--- config.mk ---
export PLATFORM = sky130hd
export DESIGN_NAME = batch_norm_fold_into_conv_weights
export DESIGN_NICKNAME = d
export VERILOG_FILES = /design/src/bnf_pkg.sv /design/src/batch_norm_fold_into_conv_weights.sv /design/src/bnf_rsqrt.sv
export SDC_FILE = /design/constraint.sdc
export NUM_CORES = 2
export LEC_CHECK = 0
export BUFFER_PORTS_ARGS = -buffer_cell sky130_fd_sc_hd__buf_2
export CAP_MARGIN = 20
export CORE_ASPECT_RATIO = 1.2
export CORE_MARGIN = 2
export CORE_UTILIZATION = 60
export CTS_CLUSTER_SIZE = 8
export DETAILED_ROUTE_END_ITERATION = 7
export GPL_TIMING_DRIVEN = 1
export MAX_ROUTING_LAYER = met4
export PLACE_DENSITY = 0.78
export SLEW_MARGIN = 0
export SYNTH_ARGS = -nofsm -noshare
export SYNTH_HDL_FRONTEND = slang
export SYNTH_SLANG_ARGS = --single-unit
--- constraint.sdc ---
create_clock -name clk_i -period 13.75 [get_ports clk_i]
set_input_delay 2.0625 -clock clk_i [delete_from_list [all_inputs] [get_ports clk_i]]
set_output_delay 2.0625 -clock clk_i [all_outputs]
set_load 0.03 [all_outputs]
--- src/bnf_pkg.sv ---
// Shared types, widths, codes and helpers for the batch-norm weight folding block.
package bnf_pkg;

  // Field widths
  localparam int unsigned WEIGHT_WIDTH = 16;
  localparam int unsigned CH_W         = 16;
  localparam int unsigned FRAC_BITS    = 16;

  // Multiplier operand and product widths
  localparam int unsigned DIFF_W  = CH_W + 1;
  localparam int unsigned MUL_A_W = (WEIGHT_WIDTH > DIFF_W) ? WEIGHT_WIDTH : DIFF_W;
  localparam int unsigned SCALE_W = 32;
  localparam int unsigned PROD_W  = MUL_A_W + SCALE_W;
  localparam int unsigned RND_W   = PROD_W + 1 - FRAC_BITS;

  // Reciprocal square root unit sizes
  localparam int unsigned SQ_W        = 31;
  localparam int unsigned DEN_W       = 17;
  localparam int unsigned ROOT_W      = 25;
  localparam int unsigned DIV_STEPS   = 49;
  localparam int unsigned SQRT_STEPS  = 25;
  localparam int unsigned STEP_CNT_W  = 6;

  // Configuration register indexes
  localparam int unsigned CFG_IDX_W = 2;
  localparam logic [CFG_IDX_W-1:0] CFG_EPSILON     = 2'd0;
  localparam logic [CFG_IDX_W-1:0] CFG_FIXED_GAMMA = 2'd1;
  localparam logic [CFG_IDX_W-1:0] CFG_HAS_BIAS    = 2'd2;

  // Gamma of one in Q4.12
  localparam logic [CH_W-1:0] GAMMA_ONE = 16'd4096;

  typedef struct packed {
    logic                           channel_start;
    logic signed [WEIGHT_WIDTH-1:0] weight_value;
    logic signed [CH_W-1:0]         gamma_value;
    logic signed [CH_W-1:0]         beta_value;
    logic signed [CH_W-1:0]         mean_value;
    logic        [CH_W-1:0]         variance_value;
    logic signed [CH_W-1:0]         bias_value;
  } bnf_in_t;

  typedef struct packed {
    logic signed [WEIGHT_WIDTH-1:0] scaled_weight;
    logic signed [CH_W-1:0]         folded_bias;
    logic                           bias_valid;
    logic                           saturated;
  } bnf_out_t;

  // Shift a Q.16 product right by 16, round to nearest, ties away from zero
  function automatic logic signed [RND_W-1:0] round_q16(input logic signed [PROD_W-1:0] p);
    logic [PROD_W:0] t;
    t = {p[PROD_W-1], p} + (p[PROD_W-1] ? (PROD_W+1)'(32767) : (PROD_W+1)'(32768));
    return $signed(t[PROD_W:FRAC_BITS]);
  endfunction

endpackage

--- src/batch_norm_fold_into_conv_weights.sv ---
// Top level: folds batch-norm scale and shift into convolution weights and bias.
//
//  channel   direction  handshake                  payload
//  in        sink       in_valid_i / in_ready_o    in_data_i   (bnf_in_t)
//  out       source     out_valid_o / out_ready_i  out_data_o  (bnf_out_t)
//  cfg       sink       cfg_we_i (no wait)         cfg_idx_i, cfg_data_i
//
//  A weight-only beat steps through accept, one multiply, then round and saturate.
//  A channel-opening beat adds squaring, launch, the rsqrt core's shared subtractor for 49
//  divide steps and 25 root steps, then scale rounding, the bias multiply (skipped with
//  bias folding off) and the weight multiply on the shared multiplier.
//  Reset sets epsilon to one LSB, fixed gamma and bias folding on, scale to 0.
//  A new beat is taken while a result waits; the last step stalls while that register is full and not being taken.
module batch_norm_fold_into_conv_weights (
  input  logic                              clk_i,
  input  logic                              rst_ni,
  input  logic                              in_valid_i,
  output logic                              in_ready_o,
  input  bnf_pkg::bnf_in_t                  in_data_i,
  output logic                              out_valid_o,
  input  logic                              out_ready_i,
  output bnf_pkg::bnf_out_t                 out_data_o,
  input  logic                              cfg_we_i,
  input  logic [bnf_pkg::CFG_IDX_W-1:0]     cfg_idx_i,
  input  logic [bnf_pkg::CH_W-1:0]          cfg_data_i
);
  import bnf_pkg::*;

  localparam logic [2:0] ST_IDLE   = 3'd0;
  localparam logic [2:0] ST_SQR    = 3'd1;
  localparam logic [2:0] ST_LAUNCH = 3'd2;
  localparam logic [2:0] ST_RSQ    = 3'd3;
  localparam logic [2:0] ST_SCALE  = 3'd4;
  localparam logic [2:0] ST_BMUL   = 3'd5;
  localparam logic [2:0] ST_BFIN   = 3'd6;
  localparam logic [2:0] ST_WFIN   = 3'd7;
  // weight multiply step gets its own code below, beyond the 3-bit codes
  localparam logic [3:0] ST_WMUL_N = 4'd8;

  localparam int unsigned W = WEIGHT_WIDTH;
  localparam logic signed [SCALE_W-1:0] SCALE_LIMIT = SCALE_W'(32'sd8388608);

  // State is one bit wider to hold the weight multiply step
  logic [3:0] state_q;

  logic [CH_W-1:0]           eps_q;
  logic                      fixed_gamma_q;
  logic                      has_bias_q;
  logic signed [SCALE_W-1:0] scale_q;
  logic                      out_valid_q;
  bnf_out_t                  out_q;
  logic                      bias_ok_q;

  bnf_in_t                   in_q;
  logic signed [PROD_W-1:0]  prod_q;
  logic signed [CH_W-1:0]    fb_q;
  logic                      bclip_q;

  logic                      in_beat;
  logic                      g_neg;
  logic [CH_W-1:0]           g_mag;
  logic [DEN_W-1:0]          den_sum, den;
  logic signed [DIFF_W-1:0]  bias_diff;
  logic signed [MUL_A_W-1:0] mul_a;
  logic signed [SCALE_W-1:0] mul_b;
  logic                      mul_en;

  logic                      rsq_start, rsq_done;
  logic [ROOT_W-1:0]         rsq_root;
  logic [ROOT_W-1:0]         scale_mag;
  logic [ROOT_W:0]           root_inc;

  logic signed [RND_W-1:0]   rnd;
  logic [RND_W-W:0]          w_hi;
  logic signed [W-1:0]       w_sat;
  logic                      w_clip;
  logic signed [RND_W:0]     b_sum;
  logic [RND_W-CH_W+1:0]     b_hi;
  logic signed [CH_W-1:0]    b_sat;
  logic                      b_clip;
  logic                      out_free;
  logic                      out_load;

  assign in_ready_o = (state_q == {1'b0, ST_IDLE});
  assign in_beat    = in_valid_i & in_ready_o;
  assign out_free   = ~out_valid_q | out_ready_i;
  assign out_load   = (state_q == {1'b0, ST_WFIN}) & out_free;

  // Gamma magnitude and sign, epsilon-padded variance
  assign g_neg     = ~fixed_gamma_q & in_q.gamma_value[CH_W-1];
  assign g_mag     = fixed_gamma_q ? GAMMA_ONE :
                     (g_neg ? CH_W'(-in_q.gamma_value) : in_q.gamma_value);
  assign den_sum   = DEN_W'(in_q.variance_value) + DEN_W'(eps_q);
  assign den       = (den_sum == '0) ? DEN_W'(1) : den_sum;
  assign bias_diff = DIFF_W'($signed(in_q.bias_value)) - DIFF_W'($signed(in_q.mean_value));

  // Route operands into the shared multiplier
  always_comb begin
    mul_en = 1'b0;
    mul_a  = MUL_A_W'($signed(in_q.weight_value));
    mul_b  = scale_q;
    case (state_q)
      {1'b0, ST_SQR}: begin
        mul_en = 1'b1;
        mul_a  = $signed(MUL_A_W'(g_mag));
        mul_b  = $signed(SCALE_W'(g_mag));
      end
      {1'b0, ST_BMUL}: begin
        mul_en = 1'b1;
        mul_a  = MUL_A_W'(bias_diff);
      end
      ST_WMUL_N: begin
        mul_en = 1'b1;
      end
      default: begin
        mul_en = 1'b0;
      end
    endcase
  end

  // Launch the reciprocal square root on the squared gamma
  assign rsq_start = (state_q == {1'b0, ST_LAUNCH});

  bnf_rsqrt u_rsqrt (
    .clk_i   (clk_i),
    .rst_ni  (rst_ni),
    .start_i (rsq_start),
    .sq_i    (prod_q[SQ_W-1:0]),
    .den_i   (den),
    .done_o  (rsq_done),
    .root_o  (rsq_root)
  );

  // Round the doubled root to the Q15.16 scale magnitude
  assign root_inc  = {1'b0, rsq_root} + (ROOT_W+1)'(1);
  assign scale_mag = root_inc[ROOT_W:1];

  // Round and saturate the registered product
  assign rnd    = round_q16(prod_q);
  assign w_hi   = rnd[RND_W-1:W-1];
  assign w_clip = ~((&w_hi) | ~(|w_hi));
  assign w_sat  = w_clip ? {rnd[RND_W-1], {(W-1){~rnd[RND_W-1]}}} : rnd[W-1:0];

  assign b_sum  = (RND_W+1)'(rnd) + (RND_W+1)'($signed(in_q.beta_value));
  assign b_hi   = b_sum[RND_W:CH_W-1];
  assign b_clip = ~((&b_hi) | ~(|b_hi));
  assign b_sat  = b_clip ? {b_sum[RND_W], {(CH_W-1){~b_sum[RND_W]}}} : b_sum[CH_W-1:0];

  // Sequence, configuration and output handshake
  always_ff @(posedge clk_i or negedge rst_ni) begin
    if (!rst_ni) begin
      state_q       <= {1'b0, ST_IDLE};
      eps_q         <= CH_W'(1);
      fixed_gamma_q <= 1'b1;
      has_bias_q    <= 1'b1;
      scale_q       <= '0;
      out_valid_q   <= 1'b0;
      bias_ok_q     <= 1'b0;
    end else begin
      if (cfg_we_i) begin
        case (cfg_idx_i)
          CFG_EPSILON:     eps_q         <= cfg_data_i;
          CFG_FIXED_GAMMA: fixed_gamma_q <= cfg_data_i[0];
          CFG_HAS_BIAS:    has_bias_q    <= cfg_data_i[0];
          default: begin
          end
        endcase
      end
      // Load a finished result, or drop the one taken by the sink
      if (out_load) begin
        out_valid_q <= 1'b1;
      end else if (out_valid_q && out_ready_i) begin
        out_valid_q <= 1'b0;
      end
      case (state_q)
        {1'b0, ST_IDLE}: begin
          if (in_beat) begin
            bias_ok_q <= 1'b0;
            state_q   <= in_data_i.channel_start ? {1'b0, ST_SQR} : ST_WMUL_N;
          end
        end
        {1'b0, ST_SQR}:    state_q <= {1'b0, ST_LAUNCH};
        {1'b0, ST_LAUNCH}: state_q <= {1'b0, ST_RSQ};
        {1'b0, ST_RSQ}: begin
          if (rsq_done) begin
            state_q <= {1'b0, ST_SCALE};
          end
        end
        {1'b0, ST_SCALE}: begin
          scale_q <= g_neg ? -SCALE_W'(scale_mag) : SCALE_W'(scale_mag);
          state_q <= has_bias_q ? {1'b0, ST_BMUL} : ST_WMUL_N;
        end
        {1'b0, ST_BMUL}: state_q <= {1'b0, ST_BFIN};
        {1'b0, ST_BFIN}: begin
          bias_ok_q <= 1'b1;
          state_q   <= ST_WMUL_N;
        end
        ST_WMUL_N: state_q <= {1'b0, ST_WFIN};
        {1'b0, ST_WFIN}: begin
          if (out_free) begin
            state_q <= {1'b0, ST_IDLE};
          end
        end
        default: state_q <= {1'b0, ST_IDLE};
      endcase
    end
  end

  // Capture the beat, the product and the results
  always_ff @(posedge clk_i) begin
    if (in_beat) begin
      in_q    <= in_data_i;
      fb_q    <= '0;
      bclip_q <= 1'b0;
    end
    if (mul_en) begin
      prod_q <= mul_a * mul_b;
    end
    if (state_q == {1'b0, ST_BFIN}) begin
      fb_q    <= b_sat;
      bclip_q <= b_clip;
    end
    if ((state_q == {1'b0, ST_WFIN}) && out_free) begin
      out_q.scaled_weight <= w_sat;
      out_q.folded_bias   <= fb_q;
      out_q.bias_valid    <= bias_ok_q;
      out_q.saturated     <= w_clip | (bias_ok_q & bclip_q);
    end
  end

  assign out_valid_o = out_valid_q;
  assign out_data_o  = out_q;

`ifndef NO_ASSERTIONS
  a_done_in_wait : assert property (@(posedge clk_i) disable iff (!rst_ni)
    rsq_done |-> state_q == {1'b0, ST_RSQ})
    else $error("rsqrt result arrived outside the wait step");
  a_scale_range : assert property (@(posedge clk_i) disable iff (!rst_ni)
    (scale_q <= SCALE_LIMIT) && (scale_q >= -SCALE_LIMIT))
    else $error("channel scale out of range");
  a_bias_zero : assert property (@(posedge clk_i) disable iff (!rst_ni)
    (out_valid_q && !out_q.bias_valid) |-> out_q.folded_bias == '0)
    else $error("folded bias nonzero without bias");
  a_load_free : assert property (@(posedge clk_i) disable iff (!rst_ni)
    ((state_q == {1'b0, ST_WFIN}) && !out_valid_q) |=> out_valid_q)
    else $error("result not loaded into a free output register");
`endif

endmodule

--- src/bnf_rsqrt.sv ---
// Iterative reciprocal square root core: restoring divide then digit-by-digit root.
module bnf_rsqrt (
  input  logic                        clk_i,
  input  logic                        rst_ni,
  input  logic                        start_i,
  input  logic [bnf_pkg::SQ_W-1:0]    sq_i,
  input  logic [bnf_pkg::DEN_W-1:0]   den_i,
  output logic                        done_o,
  output logic [bnf_pkg::ROOT_W-1:0]  root_o
);
  import bnf_pkg::*;

  localparam logic [1:0] PH_IDLE = 2'd0;
  localparam logic [1:0] PH_DIV  = 2'd1;
  localparam logic [1:0] PH_SQRT = 2'd2;

  localparam int unsigned OP_W   = 28;
  localparam int unsigned WORK_W = 50;

  logic [1:0]            phase_q, phase_d;
  logic [STEP_CNT_W-1:0] cnt_q, cnt_d;
  logic                  done_q, done_d;
  logic [OP_W-1:0]       rem_q, rem_d;
  logic [WORK_W-1:0]     work_q, work_d;
  logic [ROOT_W-1:0]     root_q, root_d;
  logic [DEN_W-1:0]      den_q, den_d;

  logic [OP_W-1:0] op_a, op_b;
  logic [OP_W:0]   diff;
  logic            ge;

  // Pick subtractor operands for the current phase
  always_comb begin
    if (phase_q == PH_SQRT) begin
      op_a = {rem_q[25:0], work_q[49:48]};
      op_b = {1'b0, root_q, 2'b01};
    end else begin
      op_a = {10'b0, rem_q[16:0], work_q[48]};
      op_b = {11'b0, den_q};
    end
  end

  // Shared subtractor: trial subtract and keep on no borrow
  assign diff = {1'b0, op_a} - {1'b0, op_b};
  assign ge   = ~diff[OP_W];

  // Step the sequencer
  always_comb begin
    phase_d = phase_q;
    cnt_d   = cnt_q;
    done_d  = 1'b0;
    rem_d   = rem_q;
    work_d  = work_q;
    root_d  = root_q;
    den_d   = den_q;
    case (phase_q)
      PH_IDLE: begin
        if (start_i) begin
          phase_d = PH_DIV;
          cnt_d   = '0;
          rem_d   = '0;
          work_d  = {1'b0, sq_i, 18'b0};
          root_d  = '0;
          den_d   = den_i;
        end
      end
      PH_DIV: begin
        rem_d  = ge ? diff[OP_W-1:0] : op_a;
        work_d = {1'b0, work_q[47:0], ge};
        cnt_d  = cnt_q + 1'b1;
        if (cnt_q == STEP_CNT_W'(DIV_STEPS - 1)) begin
          phase_d = PH_SQRT;
          cnt_d   = '0;
          rem_d   = '0;
        end
      end
      PH_SQRT: begin
        rem_d  = ge ? diff[OP_W-1:0] : op_a;
        work_d = {work_q[47:0], 2'b00};
        root_d = {root_q[ROOT_W-2:0], ge};
        cnt_d  = cnt_q + 1'b1;
        if (cnt_q == STEP_CNT_W'(SQRT_STEPS - 1)) begin
          phase_d = PH_IDLE;
          cnt_d   = '0;
          done_d  = 1'b1;
        end
      end
      default: begin
        phase_d = PH_IDLE;
      end
    endcase
  end

  // Hold control state
  always_ff @(posedge clk_i or negedge rst_ni) begin
    if (!rst_ni) begin
      phase_q <= PH_IDLE;
      cnt_q   <= '0;
      done_q  <= 1'b0;
    end else begin
      phase_q <= phase_d;
      cnt_q   <= cnt_d;
      done_q  <= done_d;
    end
  end

  // Hold datapath registers
  always_ff @(posedge clk_i) begin
    rem_q  <= rem_d;
    work_q <= work_d;
    root_q <= root_d;
    den_q  <= den_d;
  end

  assign done_o = done_q;
  assign root_o = root_q;

`ifndef NO_ASSERTIONS
  a_start_idle : assert property (@(posedge clk_i) disable iff (!rst_ni)
    start_i |-> phase_q == PH_IDLE)
    else $error("rsqrt started while busy");
  a_done_idle : assert property (@(posedge clk_i) disable iff (!rst_ni)
    done_q |-> phase_q == PH_IDLE)
    else $error("rsqrt done while still stepping");
  a_rem_bound : assert property (@(posedge clk_i) disable iff (!rst_ni)
    (phase_q == PH_DIV) |-> (rem_q < {11'b0, den_q}))
    else $error("division remainder not below divisor");
`endif

endmodule

==> results.toml <==
[finish]
final_util_pct = 65.3
drive_above_1_share_pct = 8.02
layout_common_cells = "inv_1, nand2_1, fa_1"
area.sequential_um2 = 11100
n_fill_cell = 5282
fin_area_um2 = 43700
nets = 5211
syn_to_final_growth_pct = 7.92
multi_input_area_um2 = 26500
final_cells = 5269
final_common_cell = "inv_1"

[worst_setup_path]
critPathLaunchType = "flip-flop"
critPathSlowestCell = "a2111oi_2"
cp-end-kind = "flip-flop"
slowest_delay_ns = 0.56
cp.required_ns = 14.08
path_buf_inv = 3
worstSetupPathType = "reg2reg"
path_common_cell = "fa_1"
cp-startpoint = "in_q[32]"
arrival_ns = 10.66
r2r-start = "in_q[32]"
cpLargestDelayFamily = "adder cells"
cp_max_fo = 33

[floorplanning]
rows = 104
die_y_um = 289
io_pins = 156
dieArea_um2 = 69700
die_x_um = 241
start_util_pct = 60.5
coreArea_um2 = 67000

[clocking]
worstSkewPairLatency_ns = 0.64
ctsResizeCount = 0
htreeDepth = 2
cts_hold_buf = 0
post_cts_buffers = 0
tritoncts = "yes"
path_clk_slew_ns = 0.05
cts_buffer_depth = 3
cts_buffers = 54
root_buffer = "clkbuf_16"
cts.sinks = 379

[run_status]
outcome = "finished, final reports clean"

[grt]
overflow = 0
grt_antenna_before_repair = 1
grt_first_pass_wirelength_um = 162000
grt_max_degree = 75
grt_pass1_vias = 31900
grtUsageTotal_pct = 30.7

[synthesis]
syn_area_um2 = 40500
synth_cell_types = 90
synth_fp_nets = 5131
yosysTopAreaCell = "fa_1"
ys_ff_latch = 379
ys_seq_area_share_pct = 27.3
netlist_instances = 4253
synth_area_leaders = "fa_1, edfxtp_1, ha_1"
synth_edf_count = 314
netlist.area_leader.share_pct = 25.9
ys_dominant_reg_cell = "edfxtp_1"
ys.warnings.count = 0
async_flop_share_pct = 17.2
syn_avg_cell_area_um2 = 9.53

[placed_design]
place_congestion = 0.948
hpwl_um = 79200
dp_cells = 5175
place_area_um2 = 42200
port_buffers = 155

[route]
vias = 30600
wirelength_um = 100000
drc = 0
viasPerCell = 5.82
ant_nets = 0
firstDrtPassIters = 7
first_iter_violations = 2066
wire_per_inst_um = 19.1

[sta]
finalCritPeriodShare_pct = 75.2
fin_skew_ns = 0.0655
fmax_mhz = 96.8
slew_headroom_pct = 23.9
setup_viol = 0
drv_slew = 0
finalHoldViolations = 0
rsz0062_at_grt = "no"
setup_tns_ns = 0
post-route-min-period_ns = 10.33
worst_pin_slew_ns = 1.13

[run]
drv_cap = 0

[power_and_ir_drop]
vdd_drop_max_mv = 0.117
p_leak_nw = 20.5
powerDensity_nw_per_um2 = 72.4

[hold_path]
hold_start = "fb_q[12]"
hold_class = "reg2reg"
[worst reg2reg max path, delay by kind of cell, from the launching register on]
family / cells / cell delay, ns
adders and majority gates: 9 / 4.09
xor gates and xnor gates: 2 / 0.22
DFF: 1 / 0.40
AOI/OAI and AO/OA: 16 / 3.99
buffers and inverters: 3 / 0.49
and+or+nand+nor: 4 / 0.84
[routing by layer]
layer	vias up	wire length, um	global-route usage (%)
met5	-	0	-
met2	1284	49600	51.7
met4	0	5870	15.5
met1	14900	38200	35.8
met3	367	6730	4.43
li1	14100	-	-
[final cells by class]
class                           count  area share [%]
Sequential cell                   379            25.3
Multi-Input combinational cell   3057            60.5
Inverter                          643            5.52
Tap cell                          901            2.58
Clock buffer                       84            3.37
Clock inverter                      5           0.203
Antenna cell                        2          0.0114
Timing Repair Buffer              198            2.52
[final timing paths]
kind / slack (ns) / endpoint / cells after the start
hold reg to reg: 0.38 / out_data_o[14] / 0
hold / removal: 0.38 / out_data_o[14] / 0
setup reg to reg: 3.42 / prod_q[48] / 34
setup / recovery: 3.42 / prod_q[48] / 34
min in group asynchronous: 1.56 / eps_q[3] / 1
max in group asynchronous: 11.56 / scale_q[21] / 1
[state kept, by name (all words and copies together) (netlist names), 16 cells and up]
register / flops
out_data_o: 34
u_rsqrt.den_q: 17
u_rsqrt.work_q: 50
eps_q: 16
u_rsqrt.root_o: 25
u_rsqrt.rem_q: 26
prod_q: 49
scale_q: 32
in_q: 96
fb_q: 16
[cells by family after synthesis]
logic type | count (synthesis) | synth area share (%)
flops | 379 | 27.3
simple gates | 1368 | 15.4
buf+inv | 817 | 7.63
xor+xnor | 210 | 4.54
mux | 49 | 1.33
compound gates | 672 | 10.7
fa+ha+maj | 758 | 33.1
[metrics by stage]
stage	worst slack, ns	hold WS [ns]	total power (W)
after floorplan	4.32	0.400	0.00182
after global placement	3.72	0.402	0.00193
after detailed placement	3.55	0.405	0.00195
after CTS	3.47	0.371	0.00319
after global routing	2.59	0.383	0.00330
final	3.42	0.381	0.00317
[cell usage after synthesis (8+ instances only)]
cell type,instances
o31ai_1,15
a21boi_0,8
ha_1,233
and3_1,32
inv_1,642
xor2_1,64
nor2b_1,23
mux2_2,38
a211oi_1,17
a21oi_1,242
buf_1,12
o211ai_1,13
edfxtp_1,314
dfrtp_1,62
nand3_1,74
or4_1,23
a22o_1,17
a21o_1,73
a211o_1,10
clkbuf_1,149
a31oi_1,12
a22oi_1,35
and2_1,89
mux2i_1,11
nor2_1,362
o21ai_1,9
xnor2_1,146
nand4_1,30
o21bai_1,20
o21ai_0,112
fa_1,525
nor4_1,17
nand2b_1,40
and4_1,9
nand2_1,553
nor3_1,40
nand3b_1,9
or2_2,11
o21a_1,19
or3_1,29
buf_2,10
a221o_1,12
[power by group]
part / total, W / internal [W] / leakage, nW / switching, W
logic: 0.000521 / 0.000244 / 16.1 / 0.000277
registers: 0.00141 / 0.00136 / 3.63 / 0.0000516
clock network: 0.00123 / 0.000730 / 0.745 / 0.000503
total: 0.00317 / 0.00234 / 20.5 / 0.000832
No activity file was read; power rests on OpenSTA's default activity.
